## config.mk

```make
export PLATFORM = sky130hd
export DESIGN_NAME = masq_div
export DESIGN_NICKNAME = d
export VERILOG_FILES = /design/src/sv/masq_pkg.sv /design/src/sv/masq_div.sv
export SDC_FILE = /design/constraint.sdc
export NUM_CORES = 1
export LEC_CHECK = 0
export BUFFER_PORTS_ARGS = -buffer_cell sky130_fd_sc_hd__buf_2
export CORE_MARGIN = 2
export CORE_UTILIZATION = 53
export DETAILED_ROUTE_END_ITERATION = 12
export PLACE_DENSITY = 0.8
export SLEW_MARGIN = 20
export SYNTH_ARGS = -nofsm -noshare
export SYNTH_HDL_FRONTEND = slang
export SYNTH_SLANG_ARGS = --single-unit
```

## constraint.sdc

```tcl
create_clock -name clk -period 3.4 [get_ports clk]
set_clock_uncertainty 0.15 [all_clocks]
set_input_delay 0.17 -clock clk [delete_from_list [all_inputs] [get_ports clk]]
set_output_delay 0.17 -clock clk [all_outputs]
set_load 0.03 [all_outputs]
```

## src/sv/masq_pkg.sv

```systemverilog
`timescale 1ns / 1ps
// ----------------------------------------------------------------------------
// masq_pkg
// Shared codes, reset values and divider handshake types for the masked
// Q-learning table.
// ----------------------------------------------------------------------------
package masq_pkg;

  localparam int BK_ROWS = 162;

  // request codes
  localparam logic [1:0] REQ_SELECT = 2'd0;
  localparam logic [1:0] REQ_UPDATE = 2'd1;
  localparam logic [1:0] REQ_END    = 2'd2;

  // configuration register indexes
  typedef logic [2:0] cfg_idx_t;
  localparam cfg_idx_t CFG_LEARN_RATE     = 3'd0;
  localparam cfg_idx_t CFG_DISCOUNT       = 3'd1;
  localparam cfg_idx_t CFG_EXPLORE_START  = 3'd2;
  localparam cfg_idx_t CFG_EXPLORE_FLOOR  = 3'd3;
  localparam cfg_idx_t CFG_DECAY_EPISODES = 3'd4;
  localparam cfg_idx_t CFG_EVAL_ONLY      = 3'd5;

  localparam logic [15:0] LEARN_RATE_RST    = 16'd6554;
  localparam logic [15:0] DISCOUNT_RST      = 16'd58982;
  localparam logic [15:0] EXPLORE_START_RST = 16'd65535;
  localparam logic [15:0] EXPLORE_FLOOR_RST = 16'd3277;
  localparam logic [15:0] DECAY_RST         = 16'd1000;

  typedef struct packed {
    logic        start;
    logic [31:0] dividend;
    logic [15:0] divisor;
  } div_req_t;

  typedef struct packed {
    logic        done;
    logic [31:0] quotient;
    logic [15:0] remainder;
  } div_rsp_t;

endpackage

```

## src/sv/masq_div.sv

```systemverilog
`timescale 1ns / 1ps
// ----------------------------------------------------------------------------
// masq_div
// Restoring divider, 32-bit dividend by 16-bit divisor, one quotient bit a
// cycle. Done pulses for one cycle after the last step.
// ----------------------------------------------------------------------------
module masq_div (
  input  logic                clk,
  input  logic                rst_n,
  input  masq_pkg::div_req_t  req,
  output masq_pkg::div_rsp_t  rsp
);
  import masq_pkg::*;

  logic        busy_r, busy_nxt;
  logic        done_r, done_nxt;
  logic [4:0]  cnt_r, cnt_nxt;
  logic [15:0] rem_r, rem_nxt;
  logic [31:0] quo_r, quo_nxt;
  logic [15:0] den_r, den_nxt;
  logic [16:0] shifted;

  always_comb begin
    busy_nxt = busy_r;
    done_nxt = 1'b0;
    cnt_nxt  = cnt_r;
    rem_nxt  = rem_r;
    quo_nxt  = quo_r;
    den_nxt  = den_r;
    shifted  = {rem_r, quo_r[31]};
    if (req.start) begin
      busy_nxt = 1'b1;
      cnt_nxt  = '0;
      rem_nxt  = '0;
      quo_nxt  = req.dividend;
      den_nxt  = req.divisor;
    end else if (busy_r) begin
      if (shifted >= {1'b0, den_r}) begin
        rem_nxt = 16'(shifted - {1'b0, den_r});
        quo_nxt = {quo_r[30:0], 1'b1};
      end else begin
        rem_nxt = shifted[15:0];
        quo_nxt = {quo_r[30:0], 1'b0};
      end
      cnt_nxt = cnt_r + 5'd1;
      if (cnt_r == 5'd31) begin
        busy_nxt = 1'b0;
        done_nxt = 1'b1;
      end
    end
  end

  always_ff @(posedge clk) begin
    if (!rst_n) begin
      busy_r <= 1'b0;
      done_r <= 1'b0;
      cnt_r  <= '0;
    end else begin
      busy_r <= busy_nxt;
      done_r <= done_nxt;
      cnt_r  <= cnt_nxt;
    end
    rem_r <= rem_nxt;
    quo_r <= quo_nxt;
    den_r <= den_nxt;
  end

  assign rsp.done      = done_r;
  assign rsp.quotient  = quo_r;
  assign rsp.remainder = rem_r;

endmodule

```

==> impl_metrics.tcl <==
set metrics [dict create \
    outcome "finished clean" \
    dp.cells 498 \
    synthToLayoutAreaGrowth_pct 35.3 \
    layout_min_cycle_time_ps 3030 \
    crit_family "compound AO/OA/AOI/OAI gates" \
    htreeDepth 3 \
    synth_edf_count 48 \
    via_count 3017 \
    cp.arrival_ps 3160 \
    grt-ovfl-total 0 \
    grt_use_total 0.247 \
    clock_tree.buffer_depth 2 \
    crit_type "reg2reg" \
    ys.flop_type "edfxtp_1" \
    p_leak_nw 2.19 \
    wirelength_mm 9.31 \
    holdCritStartpoint "req[48]" \
    synth_nets 383 \
    fp-row-count 30 \
    die_w_um 87.6 \
    layout.cells.non_filler 563 \
    grt_pass1_wl_mm 14.3 \
    peakVddDrop_v 0.000352 \
    crit_fanout 19 \
    drc 0 \
    whs_endpoint "den_r[4]$_DFFE_PP_" \
    maxCapViolations 0 \
    nNetsFinal 532 \
    ys_ff_latch 71 \
    worstPathCellList "ha_1 -> and4_4 -> nand3_2 -> nor4_1 -> a2111oi_1 -> a21bo_2 -> mux2_4 -> a211oi_2" \
    rsz0062_at_grt "no" \
    path_buf_inv 0 \
    dp_slack_ps 411 \
    tightest_slew_ps 577 \
    hold_class "in2reg" \
    setup_viol 0 \
    end_kind "flop" \
    drtIter0Drc 173 \
    place_congestion 0.857 \
    finalCritPeriodShare 0.891 \
    powerDensity_nw_per_um2 503 \
    die_h_um 87.6 \
    r2r_cells 8 \
    fin_ws_ps 371 \
    drt_first_pass_iters 4 \
    via_per_inst 5.36 \
    cts_tree "built" \
    reg2reg_to "rem_r[0]$_SDFFE_PP0P_" \
    clock_latency_ps 350 \
    slew_headroom 0.615 \
    crit_path_start_kind "flop" \
    layout-drive-gt1-share 0.343 \
    cts.sinks 71 \
    antenna_left 0 \
    place_hpwl_mm 5.73 \
    hold_viol_final 0 \
    crit_slowest_cell "a21bo_2" \
    antenna_found_initial 0 \
    grt_max_degree 33 \
    io_buffers 99 \
    diodes 0 \
    initial_core_util 0.545 \
    ys_types 50 \
    syn-cell-area_um2 3700 \
    core_area_um2 6790 \
    cts.clk_slew.worst_paths_ps 80 \
    cts_root_buf "clkbuf_8" \
    holdPathStages 1 \
    setup_tns_ps 0 \
    drv_slew 0 \
    cp.required_ps 3530 \
    dieArea_um2 7670 \
    syn_area_per_cell_um2 11.8 \
    synthCells 313 \
    yosys_warnings 0 \
    worst-r2r-setup-slack_ps 370 \
    wl_per_cell_um 16.5 \
    numCtsBuffers 9 \
    fmax_mhz 330 \
    ios 100 \
    rr_startpoint "rem_r[8]$_SDFFE_PP0P_" \
    grt_pass1_vias 2967 \
    num-fill-cells 479 \
    async_reset_ff_frac 0 \
    cpPeakStageDelay_ps 590 \
    ys_seq_area_frac 0.513 \
]
-- worst max path at each step --
stage	start	endpoint	slack, ps	cells past startpoint
after global placement	den_r[9]$_DFFE_PP_	rem_r[0]$_SDFFE_PP0P_	470	9
final	rem_r[8]$_SDFFE_PP0P_	rem_r[0]$_SDFFE_PP0P_	370	8
after CTS	rem_r[8]$_SDFFE_PP0P_	rem_r[0]$_SDFFE_PP0P_	390	8
after detailed placement	rem_r[8]$_SDFFE_PP0P_	rem_r[0]$_SDFFE_PP0P_	410	8
after global routing	den_r[9]$_DFFE_PP_	rem_r[0]$_SDFFE_PP0P_	120	9
after floorplan	rem_r[8]$_SDFFE_PP0P_	quo_r[0]$_DFFE_PP_	530	10
-- timing repair --
action                    4_1_cts  5_1_grt
hold buffers                   49        0
resized for setup               0        0
buffers inserted                0        0
hold endpoints to repair       50        0
-- logic make-up (layout without fill, tap and decap cells) --
logic type | after synthesis | after routing | share of synthesized area
flops | 71 | 71 | 0.513
simple gates | 69 | 69 | 0.0908
compound gates | 56 | 56 | 0.108
mux | 49 | 49 | 0.145
buf+inv | 34 | 188 | 0.0415
fa+ha+maj | 19 | 19 | 0.0662
xor+xnor | 15 | 15 | 0.0355
-- state kept, by name (all words and copies together), names as in the netlist --
signal / flops
busy_r: 1
cnt_r: 5
den_r: 16
done_r: 1
quo_r: 32
rem_r: 16
-- cell usage after synthesis, types with 2 or more instances --
master,instances,area share
a211o_1,2,0.0047
a211oi_1,10,0.020
a21o_1,4,0.0081
a21oi_1,10,0.014
a31o_2,2,0.0047
a31oi_1,2,0.0034
and2_1,3,0.0051
and3_1,4,0.0068
buf_1,5,0.0051
buf_6,3,0.0091
clkbuf_1,5,0.0051
dfxtp_1,23,0.12
edfxtp_1,48,0.39
ha_1,18,0.061
inv_1,20,0.020
mux2_2,32,0.097
mux2i_1,16,0.043
nand2_1,14,0.014
nand2b_1,4,0.0068
nand3_1,4,0.0054
nand4_1,3,0.0051
nor2_1,26,0.026
nor2b_1,3,0.0051
nor3_1,2,0.0027
nor4_1,2,0.0034
o21a_1,3,0.0061
o21ai_0,9,0.012
xnor2_1,7,0.017
xor2_1,8,0.019
-- where the power goes --
group          switching [mW]  total [mW]  internal [mW]
Sequential             0.0478        1.06           1.01
Combinational           0.359       0.618          0.258
Clock                   0.350       0.849          0.499
-- layer usage --
layer | global-route usage | routed length [um] | vias to the layer above
met1 | 0.299 | 3800 | 1447
met4 | 0.0769 | 146 | 0
met5 | 0 | 0 | -
met3 | 0.0735 | 538 | 15
met2 | 0.427 | 4830 | 108
li1 | - | - | 1447
-- area by class of cell --
cell class | instances | area, um^2 | share of cell area
clock inverters | 7 | 128 | 0.0255
multi-input cells | 208 | 1650 | 0.329
clock buffers | 9 | 124 | 0.0247
inverters | 20 | 75.1 | 0.0150
repair buffers | 152 | 1020 | 0.203
flip-flops and latches | 71 | 1900 | 0.379
well taps | 96 | 120 | 0.0240
-- layout by cell type (no fill, tap or decap), drive strengths merged, types with 2 or more instances in the layout --
cell,count
edfxtp,48
a31oi,2
nand2b,4
a2111oi,2
and2,3
mux2i,16
nor2,26
a21oi,10
clkbuf,9
a211oi,11
nand4,3
buf,103
nor2b,3
xnor2,7
dfxtp,23
a211o,2
inv,23
o21a,3
and3,4
bufinv,3
nand3,5
xor2,8
ha,18
nor4,2
a21o,4
o21ai,10
nand2,14
nor3,2
a31o,2
dlygate4sd3,49
mux2,33
-- through the flow --
step / power (mW) / hold WS, ps / instance area, um^2 / utilization
floorplan: 1.49 / 119 / 3700 / -
global placement: 1.62 / 196 / 4270 / 0.629
detailed placement: 1.63 / 198 / 4270 / 0.629
CTS: 2.53 / 165 / 5010 / 0.738
global route: 2.63 / 178 / 5010 / 0.738
finish: 2.52 / 183 / 5010 / 0.738
(Power assumes the default switching activity.)
